<file path="src/sv/fifo_handle_allocator_defines.svh">
// ----------------------------------------------------------------------------
// fifo_handle_allocator_defines.svh
// Assertion macros for the handle allocator top-level checks.
// ----------------------------------------------------------------------------
`ifndef FIFO_HANDLE_ALLOCATOR_DEFINES_SVH
`define FIFO_HANDLE_ALLOCATOR_DEFINES_SVH

`ifndef NO_ASSERTIONS

// Property checked at every clock edge outside reset.
`define FHA_ASSERT(label, prop) \
  label: assert property (@(posedge clk) disable iff (rst) (prop)) \
    else $error("fifo_handle_allocator: assertion failed");

// Condition that must never be seen outside reset.
`define FHA_ASSERT_NEVER(label, cond) \
  label: assert property (@(posedge clk) disable iff (rst) !(cond)) \
    else $error("fifo_handle_allocator: forbidden condition seen");

`else

`define FHA_ASSERT(label, prop)
`define FHA_ASSERT_NEVER(label, cond)

`endif

`endif

</file>
<file path="src/sv/fha_pkg.sv">
// ----------------------------------------------------------------------------
// fha_pkg
// Shared types, widths and codes for the handle allocator.
// ----------------------------------------------------------------------------
package fha_pkg;

  localparam int PoolSize = 256;
  localparam int PtrW     = $clog2(PoolSize);      // queue index / handle bits
  localparam int CountW   = $clog2(PoolSize + 1);  // holds 0 .. PoolSize
  localparam int HandleW  = 8;
  localparam int FuncW    = 2;
  localparam int StatusW  = 2;

  // request codes
  localparam logic [FuncW-1:0] FUNC_ALLOC = 2'd0;
  localparam logic [FuncW-1:0] FUNC_TRY   = 2'd1;
  localparam logic [FuncW-1:0] FUNC_FREE  = 2'd2;

  // result status codes
  localparam logic [StatusW-1:0] STAT_OK        = 2'd0;
  localparam logic [StatusW-1:0] STAT_NONE_FREE = 2'd1;
  localparam logic [StatusW-1:0] STAT_NOT_ALLOC = 2'd2;
  localparam logic [StatusW-1:0] STAT_EXHAUSTED = 2'd3;

  typedef enum logic [1:0] {
    S_CLEAR,
    S_IDLE,
    S_READ,
    S_EXEC
  } fha_state_t;

  // controller -> datapath
  typedef struct packed {
    logic clear;   // zero one bitmap entry
    logic latch;   // capture the accepted request
    logic exec;    // apply request, load result register
  } fha_cmd_t;

  // datapath -> controller / checks
  typedef struct packed {
    logic              clear_done; // last bitmap entry being zeroed
    logic              out_busy;   // result register full and stalled
    logic [CountW-1:0] count;      // queued free handles
  } fha_stat_t;

endpackage

</file>
<file path="src/sv/fha_ram.sv">
// ----------------------------------------------------------------------------
// fha_ram
// Generic single-write, single-read RAM with registered read data.
// ----------------------------------------------------------------------------
module fha_ram #(
  parameter int Width = 8,
  parameter int Depth = 256
) (
  input  logic                     clk,
  input  logic                     we,
  input  logic [$clog2(Depth)-1:0] waddr,
  input  logic [Width-1:0]         wdata,
  input  logic [$clog2(Depth)-1:0] raddr,
  output logic [Width-1:0]         rdata
);

  logic [Width-1:0] mem [Depth];

  always_ff @(posedge clk) begin
    if (we) begin
      mem[waddr] <= wdata;
    end
    rdata <= mem[raddr];
  end

endmodule

</file>
<file path="src/sv/fha_dp.sv">
// ----------------------------------------------------------------------------
// fha_dp
// Datapath: request register, free queue, allocated bitmap, fresh counter
// and result register.
// ----------------------------------------------------------------------------
module fha_dp
  import fha_pkg::*;
(
  input  logic               clk,
  input  logic               rst,
  input  fha_cmd_t           cmd,
  output fha_stat_t          stat,
  input  logic [15:0]        s_tdata,
  output logic               m_tvalid,
  input  logic               m_tready,
  output logic [15:0]        m_tdata
);

  logic [FuncW-1:0]   req_func;
  logic [HandleW-1:0] req_handle;

  logic [PtrW-1:0]    head, head_next;
  logic [PtrW-1:0]    tail, tail_next;
  logic [CountW-1:0]  count;
  logic [CountW-1:0]  fresh;
  logic [PtrW-1:0]    clr_addr;

  logic [PtrW-1:0]    q_rdata;
  logic               map_bit;
  logic               map_we;
  logic [PtrW-1:0]    map_waddr;
  logic               map_wdata;

  logic               have_free, fresh_left, in_range;
  logic [PtrW-1:0]    map_idx;
  logic               pop, push, fresh_take, grant;
  logic [PtrW-1:0]    grant_h;
  logic [StatusW-1:0] res_status;
  logic [HandleW-1:0] res_handle;
  logic [HandleW-1:0] out_handle;
  logic [StatusW-1:0] out_status;

  // request capture
  always_ff @(posedge clk) begin
    if (cmd.latch) begin
      req_func   <= s_tdata[FuncW-1:0];
      req_handle <= s_tdata[FuncW +: HandleW];
    end
  end

  // free queue storage; read port always looks at the head
  fha_ram #(
    .Width (PtrW),
    .Depth (PoolSize)
  ) u_queue (
    .clk   (clk),
    .we    (cmd.exec && push),
    .waddr (tail),
    .wdata (map_idx),
    .raddr (head),
    .rdata (q_rdata)
  );

  // allocated bitmap; read at the request's handle, zeroed after reset
  fha_ram #(
    .Width (1),
    .Depth (PoolSize)
  ) u_map (
    .clk   (clk),
    .we    (map_we),
    .waddr (map_waddr),
    .wdata (map_wdata),
    .raddr (map_idx),
    .rdata (map_bit)
  );

  assign map_we    = cmd.clear || (cmd.exec && (push || grant));
  assign map_waddr = cmd.clear ? clr_addr : (push ? map_idx : grant_h);
  assign map_wdata = !cmd.clear && grant;

  // clearing pass address
  always_ff @(posedge clk) begin
    if (rst) begin
      clr_addr <= '0;
    end else if (cmd.clear) begin
      clr_addr <= clr_addr + 1'b1;
    end
  end

  assign have_free  = (count != '0);
  assign fresh_left = (fresh < CountW'(PoolSize));
  assign in_range   = (32'(req_handle) < PoolSize);
  assign map_idx    = req_handle[PtrW-1:0];

  assign head_next = (head == PtrW'(PoolSize - 1)) ? '0 : head + 1'b1;
  assign tail_next = (tail == PtrW'(PoolSize - 1)) ? '0 : tail + 1'b1;

  always_comb begin
    pop        = 1'b0;
    push       = 1'b0;
    fresh_take = 1'b0;
    grant      = 1'b0;
    grant_h    = '0;
    res_status = STAT_OK;
    case (req_func)
      FUNC_ALLOC: begin
        if (have_free) begin
          pop     = 1'b1;
          grant   = 1'b1;
          grant_h = q_rdata;
        end else if (fresh_left) begin
          fresh_take = 1'b1;
          grant      = 1'b1;
          grant_h    = fresh[PtrW-1:0];
        end else begin
          res_status = STAT_EXHAUSTED;
        end
      end
      FUNC_TRY: begin
        if (have_free) begin
          pop     = 1'b1;
          grant   = 1'b1;
          grant_h = q_rdata;
        end else begin
          res_status = STAT_NONE_FREE;
        end
      end
      FUNC_FREE: begin
        if (!in_range || !map_bit || count >= CountW'(PoolSize)) begin
          res_status = STAT_NOT_ALLOC;
        end else begin
          push = 1'b1;
        end
      end
      default: begin
        res_status = STAT_OK;
      end
    endcase
    res_handle = grant ? HandleW'(grant_h) : '0;
  end

  // queue pointers and fresh counter
  always_ff @(posedge clk) begin
    if (rst) begin
      head      <= '0;
      tail      <= '0;
      count     <= '0;
      fresh     <= '0;
    end else if (cmd.exec) begin
      if (pop) begin
        head  <= head_next;
        count <= count - 1'b1;
      end
      if (push) begin
        tail  <= tail_next;
        count <= count + 1'b1;
      end
      if (fresh_take) begin
        fresh <= fresh + 1'b1;
      end
    end
  end

  // result register
  always_ff @(posedge clk) begin
    if (rst) begin
      m_tvalid <= 1'b0;
    end else if (cmd.exec) begin
      m_tvalid <= 1'b1;
    end else if (m_tready) begin
      m_tvalid <= 1'b0;
    end
  end

  always_ff @(posedge clk) begin
    if (cmd.exec) begin
      out_handle <= res_handle;
      out_status <= res_status;
    end
  end

  assign m_tdata = {6'b0, out_status, out_handle};

  assign stat.clear_done = (clr_addr == PtrW'(PoolSize - 1));
  assign stat.out_busy   = m_tvalid && !m_tready;
  assign stat.count      = count;

endmodule

</file>
<file path="src/sv/fha_ctrl.sv">
// ----------------------------------------------------------------------------
// fha_ctrl
// Controller: bitmap clearing after reset, then accept, RAM read and
// execute for one item.
// ----------------------------------------------------------------------------
module fha_ctrl
  import fha_pkg::*;
(
  input  logic      clk,
  input  logic      rst,
  input  logic      s_tvalid,
  output logic      s_tready,
  input  fha_stat_t stat,
  output fha_cmd_t  cmd
);

  fha_state_t state, state_next;

  always_ff @(posedge clk) begin
    if (rst) begin
      state <= S_CLEAR;
    end else begin
      state <= state_next;
    end
  end

  always_comb begin
    state_next = state;
    unique case (state)
      S_CLEAR: if (stat.clear_done) state_next = S_IDLE;
      S_IDLE: if (s_tvalid) state_next = S_READ;
      S_READ: state_next = S_EXEC;
      S_EXEC: if (!stat.out_busy) state_next = S_IDLE;
      default: state_next = S_IDLE;
    endcase
  end

  always_comb begin
    s_tready  = 1'b0;
    cmd.clear = 1'b0;
    cmd.latch = 1'b0;
    cmd.exec  = 1'b0;
    unique case (state)
      S_CLEAR: begin
        cmd.clear = 1'b1;
      end
      S_IDLE: begin
        s_tready  = 1'b1;
        cmd.latch = s_tvalid;
      end
      S_READ: begin
        s_tready = 1'b0;
      end
      S_EXEC: begin
        cmd.exec = !stat.out_busy;
      end
      default: begin
        s_tready = 1'b0;
      end
    endcase
  end

endmodule

</file>
<file path="src/sv/fifo_handle_allocator.sv">
// ----------------------------------------------------------------------------
// fifo_handle_allocator
// Handle allocator with a FIFO of freed handles and an allocated bitmap.
// ----------------------------------------------------------------------------
// Each item is a request (allocate, try-allocate or deallocate) and gives
// exactly one result item: a handle and a status. An item passes through the
// accept, the registered reads of the free-queue head and of the request's
// allocated bit out of their RAMs, and the execute cycle that updates the
// queue, the bitmap and the fresh-handle counter and loads the result
// register. The execute cycle waits while the previous result is still held
// by the downstream side, so a stalled output holds the item back. The next
// item is taken as soon as the controller is back in idle, even with a
// result still waiting in the output register. The allocated bitmap is a
// RAM: after reset a clearing pass zeroes all 256 of its entries, one per
// handle, with s_tready held low. The free-queue RAM needs no clearing
// since only written entries are ever read.
// ----------------------------------------------------------------------------
`include "fifo_handle_allocator_defines.svh"

module fifo_handle_allocator
  import fha_pkg::*;
(
  input  logic        clk,
  input  logic        rst,
  // request items
  input  logic        s_tvalid,
  output logic        s_tready,
  input  logic [15:0] s_tdata,   // [1:0] func, [9:2] handle, [15:10] zero
  // result items
  output logic        m_tvalid,
  input  logic        m_tready,
  output logic [15:0] m_tdata    // [7:0] result_handle, [9:8] status, [15:10] zero
);

  fha_cmd_t  cmd;
  fha_stat_t stat;

  // sequencing: bitmap clear / idle / RAM read / execute
  fha_ctrl u_ctrl (
    .clk      (clk),
    .rst      (rst),
    .s_tvalid (s_tvalid),
    .s_tready (s_tready),
    .stat     (stat),
    .cmd      (cmd)
  );

  // all allocator state and the result register
  fha_dp u_dp (
    .clk      (clk),
    .rst      (rst),
    .cmd      (cmd),
    .stat     (stat),
    .s_tdata  (s_tdata),
    .m_tvalid (m_tvalid),
    .m_tready (m_tready),
    .m_tdata  (m_tdata)
  );

  // one item in flight: no accept in the cycle after an accept
  `FHA_ASSERT(a_one_in_flight, (s_tvalid && s_tready) |=> !s_tready)

  // a refused or failed request never carries a handle
  `FHA_ASSERT(a_fail_no_handle,
              (m_tvalid && m_tdata[9:8] != STAT_OK) |-> (m_tdata[7:0] == '0))

  // the free queue never holds more than the pool
  `FHA_ASSERT_NEVER(a_count_range, stat.count > CountW'(PoolSize))

  // a result is only loaded when the output register can take it
  `FHA_ASSERT_NEVER(a_no_overwrite, cmd.exec && stat.out_busy)

endmodule
</file>
<file path="config.mk">
export PLATFORM = sky130hd
export DESIGN_NAME = fifo_handle_allocator
export DESIGN_NICKNAME = d
export VERILOG_FILES = /design/src/sv/fha_pkg.sv /design/src/sv/fha_ram.sv /design/src/sv/fha_dp.sv /design/src/sv/fha_ctrl.sv /design/src/sv/fifo_handle_allocator.sv
export VERILOG_INCLUDE_DIRS = /design/src /design/src/sv
export SDC_FILE = /design/constraint.sdc
export NUM_CORES = 2
export LEC_CHECK = 0
export BUFFER_PORTS_ARGS = -buffer_cell sky130_fd_sc_hd__buf_2
export CORE_MARGIN = 1
export CORE_UTILIZATION = 55
export DETAILED_ROUTE_END_ITERATION = 8
export PLACE_DENSITY = 0.7
export SLEW_MARGIN = 10
export SYNTH_ARGS = -nofsm -noshare
export SYNTH_HDL_FRONTEND = slang
export SYNTH_SLANG_ARGS = --single-unit
</file>
<file path="constraint.sdc">
create_clock -name clk -period 8.65 [get_ports clk]
set_input_delay 0.865 -clock clk [delete_from_list [all_inputs] [get_ports clk]]
set_output_delay 0.865 -clock clk [all_outputs]
set_load 0.01 [all_outputs]
</file>
### Yosys cells after proc, flatten, opt, wreduce, memory -nomap -nowiden

Memories as Yosys holds them, arrays and structs flattened. A register that Yosys moved wholly into a read port is not among the register bits.
Index checks and enable logic that the tools add are counted.

| storage, ports and cells | value |
|---|---|
| bits of input ports | 20 |
| word-level logic and storage cells | 92 |
| memories | 2 |
| bits in writable memories | 2,304 |
| flip-flop bits (word level) | 65 |

Memory list:

| memory | depth | bits a word | rd ports | clocked after Yosys merged registers in | write ports | RTL line | source |
|---|---|---|---|---|---|---|---|
| u_dp.u_queue.mem | 256 | 8 | 1 | 1 | 1 | fha_ram.sv:17 | `logic [Width-1:0] mem [Depth];` |
| u_dp.u_map.mem | 256 | 1 | 1 | 1 | 1 | fha_ram.sv:17 |  |

| cells by class | value |
|---|---|
| reduce and logical (&&, ||, !) cells | 22 |
| eq/ne operators | 11 |
| $add $sub $neg | 6 |
| mux-type cells | 38 |
| magnitude comparators | 2 |

Operators with widths:

| cell | number |
|---|---|
| $mux 8 | 7 |
| $add 8x1->8 const B | 3 |
| $eq 8x8->1 const B | 3 |
| $mux 1 | 19 |
| $add 9x1->9 const B | 2 |
| $mux 9 | 2 |
| $pmux 8 s2 | 1 |
| $mux 2 | 6 |
| $ge 9x9->1 const B | 1 |
| $lt 9x9->1 const B | 1 |
| $reduce_bool 9->1 | 1 |
| $sub 9x1->9 const B | 1 |
| $pmux 2 s4 | 1 |
| $reduce_and 2->1 | 4 |
| $eq 2x2->1 const B | 3 |
| $ne 2x2->1 const B | 3 |
| $pmux 2 s3 | 1 |
| $eq 2x1->1 const B | 2 |
| $logic_and 1x1->1 | 4 |
| $logic_not 1->1 | 4 |
| $logic_not 2->1 | 2 |
| $reduce_bool 2->1 | 2 |
| $logic_or 1x1->1 | 3 |
| $reduce_and 3->1 | 1 |
| 2 further kinds | 2 |

### Longest topological paths before layout

| depth | value |
|---|---|
| word-level depth | 9 |
| depth in mapped cells | 12 |
| mapped depth without buffers | 11 |

### By module

Synthesis repeated with hierarchy kept, for this count alone.

| unflattened totals | value |
|---|---|
| cells, all modules | 4,901 |
| area total of the unflattened synthesis | 94,315.5 um^2 |

Modules (own cells, without submodules):

| module | cells each | times used | area an instance (um^2) |
|---|---|---|---|
| fha_ram (u_dp.u_queue) | 3,733 | 1 | 79,556.3 |
| fha_ram (u_dp.u_map) | 788 | 1 | 11,128.2 |
| fha_dp | 361 | 1 | 3,460.8 |
| fha_ctrl | 19 | 1 | 170.2 |

### Worst setup path before layout

Ideal clock, no wire load.

| timing | value |
|---|---|
| path type | flip-flop to flip-flop |
| from | register u_ctrl.state[0] |
| to | memory u_dp.u_map.mem[0] (data pin) |
| stages on the path, launching flop included | 6 |
| setup slack | 0.159 ns |
| arrival | 7.102 ns |
| buffers on the path | 2 |
| data required time | 7.262 ns |
| cell sequence | dfxtp_1 > inv_1 > ha_1 > clkbuf_1 > clkbuf_1 > nor2_1 |

| between the ends | value |
|---|---|
| cells in the longest elaborated chain, start to end | 4 |

RTL lines:

| item | RTL line | source |
|---|---|---|
| start, declared | fha_ctrl.sv:17 | `fha_state_t state, state_next;` |
| start signal, assigned | fha_ctrl.sv:23 | `state <= state_next;` |
| $logic_not 2->1 | fha_ctrl.sv:43 | `unique case (state)` |
| $mux 1 | fha_ctrl.sv:43 |  |
| $logic_not 1->1 | fha_dp.sv:79 | `assign map_wdata = !cmd.clear && grant;` |
| $logic_and 1x1->1 | fha_dp.sv:79 |  |
| net u_dp.map_wdata | fha_dp.sv:32 | `logic map_wdata;` |
| end, declared | fha_ram.sv:17 |  |

The timed path passes the listed nets, and every way through them passes these cells.

==> impl_metrics.toml <==
[die]
core_area_um2 = 170000
ios = 38
fp.dieW_um = 415
row_count = 151
start_util_pct = 55.4
fp.dieArea_um2 = 173000
dieHeight_um = 415

[placed_design]
io_buffers = 25
place_area_um2 = 96400
place_ws_ns = 3.77
gp_congestion = 0.868
place_hpwl_um = 127000

[route]
route.met2.wl_um = 106000
top_layer = "met5"
ant_nets = 0
routedWlPerCell_um = 30.8
routed_wl_um = 221000
drt_iter0_drc = 5963
drtPass1Iterations = 9
drt-met1-wl_um = 86000
vias_per_cell = 6.51
vias = 46600
wl_met3_um = 20800
drc = 0

[finish]
layout_common_cells = "edfxtp_1, mux4_2, nor2_1"
layout_commonest_cell = "edfxtp_1"
nets = 4777
drive_above_1_share_pct = 21.8
fillers = 11800
fin_area_um2 = 104000
seq_area_um2 = 70900
syn_to_final_growth_pct = 10.3
multi_input_area_um2 = 21700

[worst_setup_path]
path_cells = "buf_4 -> buf_4 -> mux4_2 -> a22oi_1 -> o21ai_0 -> mux4_2 -> a211oi_1 -> nor3_1"
cp.required_ns = 9.35
crit_buf_inv = 2
cp-start-kind = "flop"
end_kind = "flop"
critPathMaxFanout = 43
cp_data_arrival_time_ns = 5.50
slowest_stage = "a211oi_1"
path_class = "reg2reg"
critical-path-max-stage-delay_ns = 0.81
cpLargestDelayFamily = "buffers and inverters"

[clocking]
cts_tree = "built"
cts_resized = 0
cts_hold_buf = 0
numClockSinks = 2378
htreeDepth = 4
clk_path_buf_depth = 3
path_clk_slew_ns = 0.07
clock_latency_ns = 0.87
clock-root-buffer = "clkbuf_16"
cts_setup_buffers = 0
numCtsBuffers = 227

[yosys]
synth_area_um2 = 94000
ys_seq_area_share_pct = 75.4
async_reset_ff_share_pct = 0
synth_largest_area_cell = "edfxtp_1"
ys_types = 75
synth-edff-count = 2324
syn_area_per_cell_um2 = 20.1
ys.flop_type = "edfxtp_1"
synth_area_leaders = "edfxtp_1, mux4_2, nor2_1"
yosys_warnings = 0
yosys.area.top_type_share_pct = 74.2
synth_cells = 4677
ys_ff_latch = 2378

[timing]
relSlewSlack_pct = 15.4
setup_violations = 0
finalSetupTns_ns = 0
final.setup.worst_slack_ns = 3.85
drv_slew = 0
period_share_pct = 55.5
tightest_slew_ns = 1.27
max_freq_ghz = 0.208
hold_violations = 0
finClkSkew_ns = 0.0433
fin_crit_ns = 4.80
rsz0062_at_grt = "false"

[power_and_ir_drop]
powerDensity_nw_per_um2 = 225
leakagePower_nw = 31.0
vdd_drop_max_mv = 0.248

[global_routing]
antenna_found_initial = 1
grt-ovfl-total = 0
grt_pass1_wl_um = 320000
grt_usage_pct = 25.7
grt_max_degree = 210
grt_pass1_vias = 46400

[run]
cap_violations = 0

[outcome]
status = "complete, no violations"

[worst_hold_path]
hold_class = "in2reg"
-- area by class of cell --
class	instances	area share, %
Multi-Input combinational cell	1995	20.9
Sequential cell	2378	68.4
Antenna cell	4	0.00965
Clock buffer	296	5.78
Inverter	22	0.0796
Timing Repair Buffer	114	0.898
Tap cell	2218	2.68
Clock inverter	127	1.29
-- state kept, by name, summed over array words and instances (netlist names), 9 cells and up --
signal and flops:
u_dp.u_queue.mem 2048, u_dp.fresh 9, u_dp.u_map.mem 256, u_dp.count 9
-- worst paths after layout --
check | startpoint | endpoint | slack, ns | cells past startpoint
worst max-delay path | u_dp.head[1]$_SDFFE_PP0P_ | u_dp.u_queue.rdata[3]$_DFF_P_ | 3.85 | 8
worst min-delay path | s_tdata[6] | u_dp.map_idx[4]$_DFFE_PP_ | 0.17 | 1
worst max register to register | u_dp.head[1]$_SDFFE_PP0P_ | u_dp.u_queue.rdata[3]$_DFF_P_ | 3.85 | 8
worst min register to register | u_dp.count[3]$_SDFFE_PP0P_ | u_dp.count[3]$_SDFFE_PP0P_ | 0.49 | 2
-- per-layer routing --
metal,global-route usage [%],vias to the layer above
met2,40.7,2358
met5,0,-
li1,-,19300
met1,35.9,24600
met3,5.57,396
met4,8.44,2
-- synthesized netlist by cell type (all sizes together) (15+ instances only) --
| cell type | number |
|---|---|
| dfxtp | 54 |
| edfxtp | 2324 |
| mux4 | 606 |
| nand2b | 16 |
| o21ai | 44 |
| xor2 | 15 |
| xnor2 | 17 |
| buf | 148 |
| a21oi | 76 |
| o221ai | 16 |
| a221oi | 37 |
| ha | 18 |
| nand3 | 20 |
| nand2 | 139 |
| nor2 | 579 |
| a22oi | 32 |
| inv | 22 |
| nor3 | 21 |
| clkbuf | 139 |
| mux2i | 161 |
-- metrics by stage --
| step | std cells | hold slack (ns) | util, % | power, mW |
|---|---|---|---|---|
| floorplan | 4682 | 0.449 | - | 13.6 |
| global placement | 6727 | 0.471 | 56.8 | 13.8 |
| detailed placement | 6727 | 0.480 | 56.8 | 13.8 |
| CTS | 7150 | 0.117 | 61.1 | 23.5 |
| global route | 7150 | 0.144 | 61.1 | 23.9 |
| finish | 7154 | 0.172 | 61.1 | 23.4 |
-- worst register-to-register path: stages, from the launching register on --
cell	delay, ns
dfxtp_4	0.80
buf_4	0.72
buf_4	0.68
mux4_2	0.47
a22oi_1	0.18
o21ai_0	0.28
mux4_2	0.61
a211oi_1	0.81
nor3_1	0.10
-- logic make-up after synthesis --
kind of cell | synth area share (%)
mux | 16.3
buf+inv | 1.66
simple gates | 3.76
compound gates | 2.36
xor+xnor | 0.298
fa+ha+maj | 0.261
flops | 75.4
other cells | 0.00399
-- where the power goes --
part	internal (mW)	switching (mW)	leakage, nW	total (mW)
Sequential	12.8	0.0150	21.5	12.8
Combinational	0.156	0.619	5.95	0.775
Clock	5.57	4.24	3.55	9.80
No activity file was read; power rests on OpenSTA's default activity.
